===== src/rtl/tml_pkg.sv =====
// Package for the triplet margin loss block.
// Holds codes, limits, controller states and the control/status structs.
// No dependencies.
package tml_pkg;

    localparam int MAX_ORDER       = 4;
    localparam int MAX_BATCH       = 65535;
    localparam int DEFAULT_MAX_DIM = 1024;

    localparam int CFG_INDEX_W = 3;
    localparam int CFG_DATA_W  = 32;

    localparam logic [CFG_INDEX_W-1:0] REG_MARGIN = 3'd0;
    localparam logic [CFG_INDEX_W-1:0] REG_ORDER  = 3'd1;
    localparam logic [CFG_INDEX_W-1:0] REG_EPS    = 3'd2;
    localparam logic [CFG_INDEX_W-1:0] REG_SWAP   = 3'd3;
    localparam logic [CFG_INDEX_W-1:0] REG_MODE   = 3'd4;
    localparam logic [CFG_INDEX_W-1:0] REG_DIM    = 3'd5;
    localparam logic [CFG_INDEX_W-1:0] REG_BATCH  = 3'd6;

    localparam logic [1:0] MODE_NONE = 2'd0;
    localparam logic [1:0] MODE_MEAN = 2'd1;

    localparam logic [31:0] RST_MARGIN = 32'd65536;
    localparam logic [2:0]  RST_ORDER  = 3'd2;
    localparam logic [15:0] RST_EPS    = 16'd0;
    localparam logic [1:0]  RST_MODE   = MODE_MEAN;
    localparam logic [10:0] RST_DIM    = 11'd1;
    localparam logic [15:0] RST_BATCH  = 16'd1;

    localparam logic [55:0] DIST_CAP  = {56{1'b1}};
    localparam logic [47:0] TOTAL_CAP = {48{1'b1}};

    typedef enum logic [3:0] {
        S_IDLE,
        S_SQ,
        S_PW,
        S_ACC,
        S_DINIT,
        S_LIN,
        S_RSQ,
        S_RPW,
        S_RCMP,
        S_DNEXT,
        S_LOSS,
        S_TOTAL,
        S_ROUTE,
        S_DIVINIT,
        S_DIV,
        S_EMIT
    } state_t;

    typedef enum logic [3:0] {
        OP_NONE,
        OP_LOAD,
        OP_SQ,
        OP_PW,
        OP_ACC,
        OP_DINIT,
        OP_LIN,
        OP_RSQ,
        OP_RPW,
        OP_RCMP,
        OP_DNEXT,
        OP_LOSS,
        OP_TOTAL,
        OP_ADV,
        OP_DIVINIT,
        OP_DIVSTEP
    } dp_op_t;

    typedef struct packed {
        dp_op_t op;
        logic   emit;
    } dp_cmd_t;

    typedef struct packed {
        logic row_end;
        logic order_one;
        logic bit_zero;
        logic sel_last;
        logic last_row;
        logic mode_none;
        logic mode_mean;
        logic div_done;
        logic out_free;
    } dp_status_t;

endpackage


===== src/rtl/tml_ctrl.sv =====
// Controller state machine for the triplet margin loss block.
// Sequences element, distance, loss, division and emit steps of tml_datapath.
// Depends on tml_pkg.
module tml_ctrl
(
    input  logic                clk,
    input  logic                rst_n,
    input  logic                in_valid,
    output logic                in_stall,
    input  tml_pkg::dp_status_t status,
    output tml_pkg::dp_cmd_t    cmd
);

    tml_pkg::state_t state_reg;
    tml_pkg::state_t state_next;

    always_ff @(posedge clk or negedge rst_n)
    begin
        if (!rst_n)
        begin
            state_reg <= tml_pkg::S_IDLE;
        end
        else
        begin
            state_reg <= state_next;
        end
    end

    always_comb
    begin
        state_next = state_reg;
        case (state_reg)
            tml_pkg::S_IDLE:
            begin
                if (in_valid)
                begin
                    state_next = tml_pkg::S_SQ;
                end
            end
            tml_pkg::S_SQ:    state_next = tml_pkg::S_PW;
            tml_pkg::S_PW:    state_next = tml_pkg::S_ACC;
            tml_pkg::S_ACC:
            begin
                state_next = status.row_end ? tml_pkg::S_DINIT : tml_pkg::S_IDLE;
            end
            tml_pkg::S_DINIT:
            begin
                state_next = status.order_one ? tml_pkg::S_LIN : tml_pkg::S_RSQ;
            end
            tml_pkg::S_LIN:   state_next = tml_pkg::S_DNEXT;
            tml_pkg::S_RSQ:   state_next = tml_pkg::S_RPW;
            tml_pkg::S_RPW:   state_next = tml_pkg::S_RCMP;
            tml_pkg::S_RCMP:
            begin
                state_next = status.bit_zero ? tml_pkg::S_DNEXT : tml_pkg::S_RSQ;
            end
            tml_pkg::S_DNEXT:
            begin
                state_next = status.sel_last ? tml_pkg::S_LOSS : tml_pkg::S_DINIT;
            end
            tml_pkg::S_LOSS:  state_next = tml_pkg::S_TOTAL;
            tml_pkg::S_TOTAL: state_next = tml_pkg::S_ROUTE;
            tml_pkg::S_ROUTE:
            begin
                if (status.mode_none)
                begin
                    state_next = tml_pkg::S_EMIT;
                end
                else if (!status.last_row)
                begin
                    state_next = tml_pkg::S_IDLE;
                end
                else if (status.mode_mean)
                begin
                    state_next = tml_pkg::S_DIVINIT;
                end
                else
                begin
                    state_next = tml_pkg::S_EMIT;
                end
            end
            tml_pkg::S_DIVINIT: state_next = tml_pkg::S_DIV;
            tml_pkg::S_DIV:
            begin
                if (status.div_done)
                begin
                    state_next = tml_pkg::S_EMIT;
                end
            end
            tml_pkg::S_EMIT:
            begin
                if (status.out_free)
                begin
                    state_next = tml_pkg::S_IDLE;
                end
            end
            default: state_next = tml_pkg::S_IDLE;
        endcase
    end

    always_comb
    begin
        cmd.op   = tml_pkg::OP_NONE;
        cmd.emit = 1'b0;
        in_stall = 1'b1;
        case (state_reg)
            tml_pkg::S_IDLE:
            begin
                in_stall = 1'b0;
                if (in_valid)
                begin
                    cmd.op = tml_pkg::OP_LOAD;
                end
            end
            tml_pkg::S_SQ:    cmd.op = tml_pkg::OP_SQ;
            tml_pkg::S_PW:    cmd.op = tml_pkg::OP_PW;
            tml_pkg::S_ACC:   cmd.op = tml_pkg::OP_ACC;
            tml_pkg::S_DINIT: cmd.op = tml_pkg::OP_DINIT;
            tml_pkg::S_LIN:   cmd.op = tml_pkg::OP_LIN;
            tml_pkg::S_RSQ:   cmd.op = tml_pkg::OP_RSQ;
            tml_pkg::S_RPW:   cmd.op = tml_pkg::OP_RPW;
            tml_pkg::S_RCMP:  cmd.op = tml_pkg::OP_RCMP;
            tml_pkg::S_DNEXT: cmd.op = tml_pkg::OP_DNEXT;
            tml_pkg::S_LOSS:  cmd.op = tml_pkg::OP_LOSS;
            tml_pkg::S_TOTAL: cmd.op = tml_pkg::OP_TOTAL;
            tml_pkg::S_ROUTE:
            begin
                if (!status.mode_none && !status.last_row)
                begin
                    cmd.op = tml_pkg::OP_ADV;
                end
            end
            tml_pkg::S_DIVINIT: cmd.op = tml_pkg::OP_DIVINIT;
            tml_pkg::S_DIV:     cmd.op = tml_pkg::OP_DIVSTEP;
            tml_pkg::S_EMIT:    cmd.emit = status.out_free;
            default:            cmd.op = tml_pkg::OP_NONE;
        endcase
    end

endmodule


===== config.mk =====
export PLATFORM = sky130hd
export DESIGN_NAME = tml_ctrl
export DESIGN_NICKNAME = d
export VERILOG_FILES = /design/src/rtl/tml_pkg.sv /design/src/rtl/tml_ctrl.sv
export SDC_FILE = /design/constraint.sdc
export NUM_CORES = 1
export LEC_CHECK = 0
export BUFFER_PORTS_ARGS = -buffer_cell sky130_fd_sc_hd__buf_4
export CAP_MARGIN = 20
export CORE_AREA = 2 2 39 41
export CTS_BUF_LIST = sky130_fd_sc_hd__clkbuf_2 sky130_fd_sc_hd__clkbuf_4 sky130_fd_sc_hd__clkbuf_8
export CTS_CLUSTER_DIAMETER = 150
export DETAILED_ROUTE_END_ITERATION = 8
export DIE_AREA = 0 0 41 43
export MAX_ROUTING_LAYER = met4
export PLACE_DENSITY_LB_ADDON = 0.25
export SLEW_MARGIN = 10
export SYNTH_ARGS = -nofsm -noshare
export SYNTH_HDL_FRONTEND = slang
export SYNTH_SLANG_ARGS = --single-unit

===== constraint.sdc =====
create_clock -name clk -period 3.4 [get_ports clk]
set_input_delay 0.51 -clock clk [delete_from_list [all_inputs] [get_ports clk]]
set_output_delay 0.51 -clock clk [all_outputs]
set_load 0.01 [all_outputs]

# Word-level counts from Yosys, hierarchy flattened
# Index checks and enable logic that the tools add are counted.
[word_totals]
ff_bits = 4
in_bits = 12
out_inout_bits = 6
elab_cells = 40
[classes]
eq_ne = 18
n_mux = 16
n_reduce_logical = 5
[op_table]
columns = ["op", "count"]
rows = [
  ["one-hot mux 4 bit (16 select lines)", 1],
  ["one-hot mux 4 bit (15 select lines)", 1],
  ["equality test 4 bit, second input constant", 8],
  ["two-way mux 4 bit", 8],
  ["equality test 4 x 3 -> 1 bit, second input constant", 4],
  ["equality test 4 x 2 -> 1 bit, second input constant", 2],
  ["inequality test 2 bit, second input constant", 3],
  ["equality test 4 x 1 -> 1 bit, second input constant", 1],
  ["zero test 4 bit", 1],
  ["two-way mux 2 bit", 2],
  ["two-way mux 1 bit", 3],
  ["two-way mux 3 bit", 1],
  ["AND reduction 3 bit", 1],
  ["zero test 1 bit", 2],
  ["logical AND 1 bit", 1],
]

# Depth between registers and ports, before layout
# Gate-level depths: netlist of run 1.
[logic_depth]
word_depth = 4
mapped_depth = 5
depth_no_buf = 4

# Worst setup path after synthesis of run 1
# Ideal clock, no wire load.
[synth_timing]
kind = "flip-flop to output port"
startpoint = "register state_reg[1]"
endpoint = "output cmd[4] in the netlist's numbering"
arrival_ns = 1.184
required_ns = 2.890
path_slack_ns = 1.706
path_stages_with_launch = 5
path_buffers = 2
path_cell_list = "dfrtp_1 buf_2 buf_4 a21oi_1 a311oi_1"
[synth_lines]
columns = ["item", "line", "source"]
rows = [
  ["start, declared", "tml_ctrl.sv:14", "tml_pkg::state_t state_reg;"],
  ["start signal, assigned", "tml_ctrl.sv:21", "state_reg <= tml_pkg::S_IDLE;"],
  ["start signal, assigned", "tml_ctrl.sv:25", "state_reg <= state_next;"],
  ["end, declared", "tml_ctrl.sv:11", "output tml_pkg::dp_cmd_t cmd"],
]

==> results of run 1 <==
[kinds of logic after synthesis]
logic type,Yosys count
AND/OR/NAND/NOR,21
flip-flops,4
multiplexers,2
buffers and inverters,9
AO/OA/AOI/OAI,26
XOR/XNOR,1
[cells in the final DEF (no fill, tap or decap), types with 2 or more instances in the layout]
master | netlist | layout
sky130_fd_sc_hd__o21ai_1 | 2 | 2
sky130_fd_sc_hd__clkbuf_4 | 0 | 3
sky130_fd_sc_hd__o21bai_1 | 2 | 2
sky130_fd_sc_hd__a21oi_1 | 6 | 6
sky130_fd_sc_hd__inv_1 | 2 | 2
sky130_fd_sc_hd__nand2b_1 | 2 | 2
sky130_fd_sc_hd__nor4_1 | 2 | 2
sky130_fd_sc_hd__nor2_1 | 4 | 4
sky130_fd_sc_hd__nor2b_1 | 2 | 2
sky130_fd_sc_hd__buf_4 | 2 | 17
sky130_fd_sc_hd__o211ai_1 | 2 | 2
sky130_fd_sc_hd__o21ai_0 | 4 | 4
sky130_fd_sc_hd__o311ai_1 | 2 | 2
sky130_fd_sc_hd__dfrtp_1 | 4 | 4
sky130_fd_sc_hd__nand4_1 | 2 | 2
[metrics by stage]
| step | cells | hold slack (ps) |
|---|---|---|
| 2_1_floorplan | 63 | 214 |
| 3_3_place_gp | 90 | 306 |
| 3_5_place_dp | 90 | 306 |
| 4_1_cts | 93 | 58.0 |
| 5_1_grt | 93 | 57.5 |
| 6_report | 93 | 67.7 |
[area by class of cell]
type / count / area (sq um)
clock buffer: 3 / 22.5
fill: 143 / 744
inverter: 3 / 11.3
multi-input combinational: 50 / 358
sequential: 4 / 100
tap: 16 / 20.0
timing repair buffer: 17 / 128
[how the worst max path moves through the flow]
stage / startpoint / to / slack [ps]
finish: state_reg[0] / cmd[4] / 1160
floorplan: state_reg[1] / cmd[4] / 1710
global placement: state_reg[0] / cmd[4] / 1410
CTS: state_reg[0] / cmd[4] / 1150
detailed placement: state_reg[0] / cmd[4] / 1410
global route: state_reg[0] / cmd[4] / 980
[power by group through the flow]
stage | sequential (mW) | combinational (mW) | clock (mW)
6_report | 0.193 | 0.376 | 0.0555
5_1_grt | 0.204 | 0.423 | 0.0618
4_1_cts | 0.189 | 0.379 | 0.0594
3_5_place_dp | 0.190 | 0.378 | 0
3_3_place_gp | 0.192 | 0.379 | 0
2_1_floorplan | 0.0925 | 0.369 | 0
[layer usage]
metal | vias up | wire length (microns) | GRT usage (%)
li1 | 280 | - | -
met1 | 247 | 557 | 21.6
met2 | 9 | 547 | 22.8
met3 | 0 | 42 | 4.71
met4 | 0 | 0 | 6.00
met5 | - | 0 | -
[synth_stat cells]
master,instances,area share (%)
sky130_fd_sc_hd__xor2_1,1,1.7
sky130_fd_sc_hd__buf_4,2,3.0
sky130_fd_sc_hd__o311ai_1,2,3.5
sky130_fd_sc_hd__nand2b_1,2,2.5
sky130_fd_sc_hd__a311oi_1,1,1.7
sky130_fd_sc_hd__a221o_1,1,2.0
sky130_fd_sc_hd__nor4b_2,1,3.0
sky130_fd_sc_hd__mux2_1,1,2.2
sky130_fd_sc_hd__a211o_1,1,1.7
sky130_fd_sc_hd__o311ai_0,1,1.7
sky130_fd_sc_hd__nand3_2,1,2.0
sky130_fd_sc_hd__o21bai_1,2,3.0
sky130_fd_sc_hd__dfrtp_1,4,20
sky130_fd_sc_hd__o21a_1,1,1.5
sky130_fd_sc_hd__a21oi_1,6,6.0
sky130_fd_sc_hd__and2_1,1,1.2
sky130_fd_sc_hd__o31ai_4,1,4.2
sky130_fd_sc_hd__nand3_1,1,0.99
sky130_fd_sc_hd__o221ai_1,1,1.7
sky130_fd_sc_hd__inv_1,2,1.5
sky130_fd_sc_hd__or4_1,1,1.5
sky130_fd_sc_hd__mux2i_1,1,2.0
sky130_fd_sc_hd__nor4_1,2,2.5
sky130_fd_sc_hd__buf_2,4,4.0
sky130_fd_sc_hd__nand2_1,1,0.74
sky130_fd_sc_hd__and2b_1,1,1.5
sky130_fd_sc_hd__nor2_1,4,3.0
sky130_fd_sc_hd__o21ai_0,4,4.0
sky130_fd_sc_hd__o21ai_1,2,2.0
sky130_fd_sc_hd__or3_4,1,2.2
sky130_fd_sc_hd__inv_2,1,0.74
sky130_fd_sc_hd__nand4_1,2,2.5
sky130_fd_sc_hd__nor2b_1,2,2.5
sky130_fd_sc_hd__and4_1,1,1.7
sky130_fd_sc_hd__a31oi_1,1,1.2
sky130_fd_sc_hd__o211ai_1,2,3.0
[worst reg2reg max path: cells and delay by family, from the launching register on]
kind,cells,cell delay [ps]
AOI/OAI and AO/OA,1,110
DFF,1,710
muxes,2,630
and+or+nand+nor,1,160
==> key figures, run 1 <==
Timing
  • Final WS setup: 1160 ps
  • Setup TNS: 0 ps
  • Final count of pins violating max slew: 0
  • Minimum period implied by the final worst setup slack: approximately 2200 ps
  • Fraction of the cycle the final worst path needs: 66.0%
  • Clock skew after layout: 3.23 ps
  • Max Fclk: 0.446 GHz
  • Hold violation count in the final report: 0
  • Relative slew slack: 51.1%
  • Setup repair after global routing missed its margin: false
  • Worst Max-Slew Pin Slew: 733 ps
  • Setup violators final: 0

Cells and area
  • Post-route cell area: about 640 sq um
  • Post-Route Utilization: a little under half
  • Diode count: 0
  • Flip-flop count of the largest register after layout: 4
  • Signed area change from the synthesized netlist to the final layout: 26.8%
  • Final-stage net count: 91
  • Fraction of final layout cells sized beyond drive strength 1: between 30% and 40%

Power
  • Relative contribution of the clock network to total power: 8.9%
  • Switching Share: 49.2%
  • Overall Power: 0.624 mW
  • Sequential Power Share: 30.9%
  • Pleak: 0.264 nW
  • Combinational Power Share: between 60% and 70%
  • Psw: around 0.31 mW
  • Internal Pwr Total: 0.317 mW
  • Worst IR Drop VDD: 0.000583 V
  • Power density over the cells: 977 nW/um^2

Drt
  • Via-to-Cell Ratio: 5.76
  • Count of vias placed by the detailed router: 536
  • DR iter-0 viols: 12
  • Residual DRC: 0
  • Number of routed nets with antenna violations: 0
  • Number of search-and-repair iterations in the first detailed-routing pass: 2
  • Final WL: 1150 microns
  • Routed wire per std cell: 12.3 microns

Setup path
  • Crit path launch type: register
  • Delay-heaviest family, CP: flip-flops
  • WP data arrival: roughly 1700 ps
  • Worst r2r dst: state_reg[0]
  • CP peak stage delay: 710 ps
  • Critical path cell sequence: inv_2 -> o211ai_1 -> a21oi_1 -> a311oi_1 -> buf_4
  • Buffer and inverter count on the worst path: 2
  • Worst Path Max Fanout: 17
  • Cell type of the slowest stage on the worst timing path: sky130_fd_sc_hd__dfrtp_1
  • FF-to-FF path depth: 4
  • Worst flop-to-flop path startpoint: state_reg[0]
  • Kind of end point of the critical path: output pin
  • Logic depth of the worst setup path including buffers: 5
  • Category of the critical setup timing path: reg2out
  • Reg2reg setup slack: 1670 ps
  • Required time reported for the critical path endpoint: 2890 ps

Min path
  • Hold Path Class: in2async

Yosys
  • Fraction of synthesized cell area in xor and xnor cells: 1.74%
  • Arithmetic-cell share of the synthesized area counting full adders, half adders and majority gates: 0%
  • Area fraction in compound gates after synthesis: a little under two fifths
  • Cell Area, Synth: ~500 sq um
  • Largest family of logic cells by synthesized area: compound AO/OA/AOI/OAI gates
  • Number of warnings printed during yosys synthesis: 0
  • Avg Inst Size Synth: 8.00 sq um
  • Net count after synthesis: 75
  • Yosys cell types: 36
  • Sequential area share after synthesis: around a fifth
  • Multiplexer share of the synthesized area: under 10%
  • Simple-gate share of the synthesized area: between 20% and 30%
  • Cell count after synthesis: 63
  • Synthesis-stage register bit count: 4

GRT
  • Overall track demand over capacity in global routing: 16.3%
  • Maximum number of pins on one net before global-route repair: 24
  • Congestion Overflow GR: 0
  • Antenna violations before repair: 0
  • Via count of the first global-routing pass: 482
  • Wire length of the first global-routing pass: 1930 microns

Clock tree
  • CTS tree: done
  • CTS sink cnt: 4
  • Number of buffers inserted by hold repair at cts: 0
  • CTS Root Cell: sky130_fd_sc_hd__clkbuf_4
  • Source-to-sink clock delay at the later pin of the worst-skew pair: 230 ps
  • Post-cts sizing count: 0
  • Postcts setup bufs: 0
  • Number of buffers created by CTS: 3
  • Number of buffers on the longest clock path: 2
  • Number of levels the H-tree was split into: 1
  • Clock-pin transition on the worst setup and hold timing paths: 40 ps

Floorplanning
  • Die X: around 41 microns
  • Initial core utilization: between 30 and 40%
  • Core area: 1380 sq um
  • Die outline area: about 1800 sq um
  • Die extent in y: 43 microns
  • Io pins: 18
  • FP Rows: 14

Place
  • Gpl congestion: 0.792
  • Number of I/O port buffers: 17
  • Setup Slack @ Placement: 1410 ps
  • Area after DPL: 617 sq um
  • Final HPWL DP: 810 microns

Flow run
  • Max-Cap Viols: 0

Outcome
  • Result of the run: completed
(Power assumes the default switching activity.)
==> inputs of run 2 (changes only) <==
- clock period: 3.4 -> 2.05 ns (I/O delays scaled with it)
==> run 2 against run 1 <==
Final area rose by 5.1%. Worst hold slack improved by 340 ps. Via count rose by 1.9%. Sequential cell count unchanged. Critical endpoint is now cmd[3]. Largest cell class unchanged. Largest power group unchanged.
==> key figures, run 2 (synthesis results as in run 1) <==
Drt
  • Routed wire per std cell: ~12 microns
  • DR iter-0 viols: 4
  • Number of search-and-repair iterations in the first detailed-routing pass: 4
  • Final WL: 1180 microns
  • Residual DRC: 0
  • Count of vias placed by the detailed router: 546
  • Via-to-Cell Ratio: 5.63
  • Number of routed nets with antenna violations: 0

Power
  • Relative contribution of the clock network to total power: under 10%
  • Power density over the cells: about 1600 nW/um^2
  • Pleak: between 0.2 and 0.3 nW
  • Psw: 0.520 mW
  • Internal Pwr Total: 0.565 mW
  • Sequential Power Share: 25.0%
  • Overall Power: approximately 1.1 mW
  • Worst IR Drop VDD: 0.000755 V
  • Combinational Power Share: around two thirds
  • Switching Share: 47.9%

Outcome
  • Result of the run: completed

Clock tree
  • Number of buffers created by CTS: 3
  • Number of buffers inserted by hold repair at cts: 1
  • CTS sink cnt: 4
  • Clock-pin transition on the worst setup and hold timing paths: 40 ps
  • CTS Root Cell: sky130_fd_sc_hd__clkbuf_4
  • Number of buffers on the longest clock path: 2
  • Post-cts sizing count: 0
  • CTS tree: done
  • Source-to-sink clock delay at the later pin of the worst-skew pair: around 230 ps
  • Postcts setup bufs: 0
  • Number of levels the H-tree was split into: 1

Timing
  • Fraction of the cycle the final worst path needs: 93.7%
  • Final count of pins violating max slew: 0
  • Setup repair after global routing missed its margin: false
  • Max Fclk: 0.521 GHz
  • Worst Max-Slew Pin Slew: 429 ps
  • Relative slew slack: a little over 70%
  • Clock skew after layout: 2.07 ps
  • Setup TNS: 0 ps
  • Hold violation count in the final report: 0
  • Setup violators final: 0
  • Minimum hold slack: 408 ps
  • Minimum period implied by the final worst setup slack: 1920 ps

Place
  • Number of I/O port buffers: 17
  • Final HPWL DP: around 890 microns
  • Area after DPL: 639 sq um
  • Gpl congestion: a little over 0.8

Setup path
  • CP peak stage delay: 520 ps
  • Worst Path Max Fanout: 11
  • Most Frequent Cell on Critical Path: sky130_fd_sc_hd__buf_4
  • Required time reported for the critical path endpoint: 1740 ps
  • Category of the critical setup timing path: reg2out
  • Crit path launch type: register
  • WP data arrival: 1610 ps
  • Kind of end point of the critical path: output pin
  • Critical path cell sequence: buf_4 -> nor2b_1 -> o21ai_0 -> a21oi_1 -> nor2_1 -> buf_4
  • Cell type of the slowest stage on the worst timing path: sky130_fd_sc_hd__dfrtp_1

Floorplanning
  • FP Rows: 14
  • Io pins: 18
  • Core area: 1380 sq um
  • Initial core utilization: 36.4%
  • Die extent in y: between 40 and 50 microns
  • Die X: 41 microns
  • Die outline area: 1760 sq um

GRT
  • Maximum number of pins on one net before global-route repair: 17
  • Congestion Overflow GR: 0
  • Overall track demand over capacity in global routing: ~16%
  • Wire length of the first global-routing pass: around 1900 microns
  • Antenna violations before repair: 0
  • Via count of the first global-routing pass: 477

Min path
  • Hold Path Class: in2async

Flow run
  • Max-Cap Viols: 0

Cells and area
  • Final-stage net count: 95
  • Fraction of final layout cells sized beyond drive strength 1: 34.6%
  • Count of filler cells inserted in the layout: 151
  • Commonest non-fill, non-tap cell in the layout: sky130_fd_sc_hd__buf_4
  • Post-route cell area: about 670 sq um
  • Signed area change from the synthesized netlist to the final layout: 33.3%
  • Diode count: 0
  • Flip-flop count of the largest register after layout: 4
  • Most frequent cells in the layout: 20 x sky130_fd_sc_hd__buf_4, 6 x sky130_fd_sc_hd__a21oi_1, 4 x sky130_fd_sc_hd__nor2_1, 4 x sky130_fd_sc_hd__o21ai_0, 4 x sky130_fd_sc_hd__dfrtp_1
[run 2: changes by cell type in the layout (fill, tap and decap cells not counted)]
cell                            previous run  this run
sky130_fd_sc_hd__buf_4                    17        20
sky130_fd_sc_hd__dlygate4sd3_1             0         1
[run 2: worst max-delay path: cells and delay by family, from the launching register on]
family	cells	cell delay, ps
flops	1	520
buf+inv	2	370
compound gates	2	260
simple gates	2	240
[run 2: power groups by stage]
| stage | Sequential, mW | Clock, mW | Combinational [mW] |
|---|---|---|---|
| 2_1_floorplan | 0.153 | 0 | 0.613 |
| 3_3_place_gp | 0.272 | 0 | 0.720 |
| 3_5_place_dp | 0.271 | 0 | 0.723 |
| 4_1_cts | 0.270 | 0.0993 | 0.726 |
| 5_1_grt | 0.290 | 0.104 | 0.798 |
| 6_report | 0.271 | 0.0926 | 0.721 |
[run 2: area by class of cell]
type / instances / area (sq um) / area share (%)
tap: 16 / 20.0 / 2.98
sequential: 4 / 100 / 14.9
timing repair buffer: 21 / 160 / 23.8
clock buffer: 3 / 22.5 / 3.35
inverter: 3 / 11.3 / 1.68
multi-input combinational: 50 / 358 / 53.3
[run 2: path summary, 6_finish.rpt]
path	startpoint	to	slack [ps]	cells past startpoint
min reg2reg	state_reg[0]	state_reg[0]	830	1
max in group asynchronous	rst_n	state_reg[1]	1540	2
max reg2reg	state_reg[0]	state_reg[0]	420	5
min	rst_n	state_reg[3]	410	2
min in group clk	status[5]	state_reg[2]	420	3
max	state_reg[0]	cmd[3]	130	6
[run 2: per-layer routing]
| metal | GRT usage (%) | share of wire [%] | up-vias |
|---|---|---|---|
| li1 | - | - | 284 |
| met1 | 20.0 | 47 | 249 |
| met2 | 23.1 | 48 | 11 |
| met3 | 3.14 | 3.8 | 2 |
| met4 | 8.00 | 0.59 | 0 |
| met5 | - | 0 | - |
[run 2: stage by stage]
stage	setup slack, ps	util, %	std cells
after floorplan	559	-	63
after global placement	362	46.2	93
after detailed placement	364	46.2	93
after CTS	106	48.6	97
after global routing	8.30	48.6	97
final	130	48.6	97
==> inputs of run 3 (changes only) <==
- BUFFER_PORTS_ARGS: -buffer_cell sky130_fd_sc_hd__buf_4 -> unset
- DONT_BUFFER_PORTS: unset -> 1
==> run 3 against run 2 <==
Clock-buffer cell count unchanged. Register-to-register slack about the same. Highest routed layer unchanged. Largest cell class unchanged. Setup slack improved by 110 ps. Final cell count decreased by 19%. Worst hold slack got worse by 130 ps. Total power decreased by 12%. First-iteration DRC count increased to 2.5 times the previous value. Routed wire length decreased by 2.0%. Combinational power decreased by 18%. Critical endpoint is now cmd[1]. Clock skew decreased by 0.74 ps. Die area unchanged. Non-clock buffer count decreased by 18.
==> key figures, run 3 (synthesis results as in run 1) <==
Min path
  • Hold Path Class: in2reg

Timing
  • Relative slew slack: 68.3%
  • Final WS setup: about 240 ps
  • Clock skew after layout: approximately 1.3 ps
  • Max Fclk: 0.552 GHz
  • Worst Max-Slew Pin Slew: 475 ps
  • Hold violation count in the final report: 0
  • Fraction of the cycle the final worst path needs: 88.4%
  • Final count of pins violating max slew: 0
  • Setup repair after global routing missed its margin: false
  • Minimum period implied by the final worst setup slack: 1810 ps
  • Minimum hold slack: between 200 and 300 ps
  • Setup TNS: 0 ps
  • Setup violators final: 0

Clock tree
  • CTS Root Cell: sky130_fd_sc_hd__clkbuf_4
  • Number of buffers created by CTS: 3
  • Number of levels the H-tree was split into: 1
  • Source-to-sink clock delay at the later pin of the worst-skew pair: 230 ps
  • CTS tree: done
  • CTS sink cnt: 4
  • Clock-pin transition on the worst setup and hold timing paths: 40 ps
  • Postcts setup bufs: 0
  • Number of buffers on the longest clock path: 2

Drt
  • Number of search-and-repair iterations in the first detailed-routing pass: 4
  • DR iter-0 viols: 10
  • Final WL: 1160 microns
  • Via-to-Cell Ratio: ~6.2
  • Residual DRC: 0
  • Routed wire per std cell: 14.6 microns
  • Number of routed nets with antenna violations: 0
  • Count of vias placed by the detailed router: between 400 and 500

Setup path
  • Required time reported for the critical path endpoint: 1740 ps
  • Kind of end point of the critical path: output pin
  • Crit path launch type: register
  • Cell type of the slowest stage on the worst timing path: sky130_fd_sc_hd__dfrtp_1
  • CP peak stage delay: 580 ps
  • Critical path cell sequence: and2_1 -> o21ai_0 -> a21oi_1 -> nor2_1
  • Delay-heaviest family, CP: flip-flops
  • Category of the critical setup timing path: reg2out
  • Worst Path Max Fanout: 16
  • WP data arrival: roughly 1500 ps
  • Buffer and inverter count on the worst path: 0

Power
  • Power density over the cells: 1770 nW/um^2
  • Worst IR Drop VDD: 0.000540 V
  • Overall Power: 0.952 mW
  • Pleak: about 0.20 nW

Floorplanning
  • Initial core utilization: 36.4%
  • Io pins: 18
  • Die X: 41 microns
  • Die extent in y: between 40 and 50 microns
  • Die outline area: 1760 sq um
  • Core area: roughly 1400 sq um
  • FP Rows: 14

GRT
  • Overall track demand over capacity in global routing: around 16%
  • Maximum number of pins on one net before global-route repair: 17
  • Congestion Overflow GR: 0
  • Wire length of the first global-routing pass: 1870 microns
  • Via count of the first global-routing pass: roughly 440
  • Antenna violations before repair: 0

Cells and area
  • Signed area change from the synthesized netlist to the final layout: 6.45%
  • Count of filler cells inserted in the layout: 154
  • Final-stage net count: 77
  • Fraction of final layout cells sized beyond drive strength 1: 15.9%
  • Flip-flop count of the largest register after layout: 4
  • Commonest non-fill, non-tap cell in the layout: sky130_fd_sc_hd__a21oi_1
  • Most frequent cells in the layout: 6 x sky130_fd_sc_hd__a21oi_1, 4 x sky130_fd_sc_hd__nor2_1, 4 x sky130_fd_sc_hd__o21ai_0, 4 x sky130_fd_sc_hd__dfrtp_1, 3 x sky130_fd_sc_hd__clkbuf_4
  • Diode count: 0

Flow run
  • Max-Cap Viols: 0

Place
  • Final HPWL DP: 882 microns
  • Gpl congestion: 0.708
  • Number of I/O port buffers: 0
  • Setup Slack @ Placement: between 400 and 500 ps

Outcome
  • Result of the run: completed
-- run 3: worst reg2reg max path, delay by kind of cell, from the launching register on --
family | cells | cell delay [ps]
DFF | 1 | 520
and+or+nand+nor | 1 | 470
muxes | 1 | 340
AOI/OAI and AO/OA | 1 | 170
-- run 3: where the power goes --
group | internal, mW | total (mW) | switching (mW)
logic | 0.262 | 0.594 | 0.332
registers | 0.123 | 0.261 | 0.138
clock network | 0.0654 | 0.0966 | 0.0312
total | 0.451 | 0.952 | 0.501
-- run 3: layer usage --
metal / wire length (microns) / up-vias / GRT usage, %
li1: - / 246 / -
met1: 514 / 223 / 20.8
met2: 553 / 18 / 22.5
met3: 75 / 2 / 1.57
met4: 14 / 0 / 10.0
met5: 0 / - / -
-- run 3: final timing paths --
check	slack (ps)	from	cells after the start	endpoint
hold / removal	280	status[4]	2	state_reg[2]
min in group asynchronous	350	rst_n	1	state_reg[1]
setup reg to reg	430	state_reg[2]	3	state_reg[0]
setup / recovery	240	state_reg[2]	4	cmd[1]
hold reg to reg	770	state_reg[0]	2	state_reg[1]
max in group asynchronous	1530	rst_n	1	state_reg[3]
-- run 3: cell type report --
type	count	area [sq um]	share of cell area, %
multi-input combinational	50	358	66.7
sequential	4	100	18.6
clock buffer	3	22.5	4.20
inverter	3	11.3	2.10
timing repair buffer	3	25.0	4.66
tap	16	20.0	3.73
-- run 3: stage by stage --
step / util, % / std cells / cell area, sq um
final: 38.8 / 79 / 537
after global routing: 38.8 / 79 / 537
after CTS: 38.8 / 79 / 537
after detailed placement: 36.4 / 75 / 504
after global placement: 36.4 / 75 / 504
after floorplan: - / 63 / 504
-- run 3: timing repair --
item | in CTS | in global routing
endpoints found under the hold margin | 4 | 0
gates resized for setup | 0 | 0
hold buffers | 1 | 0
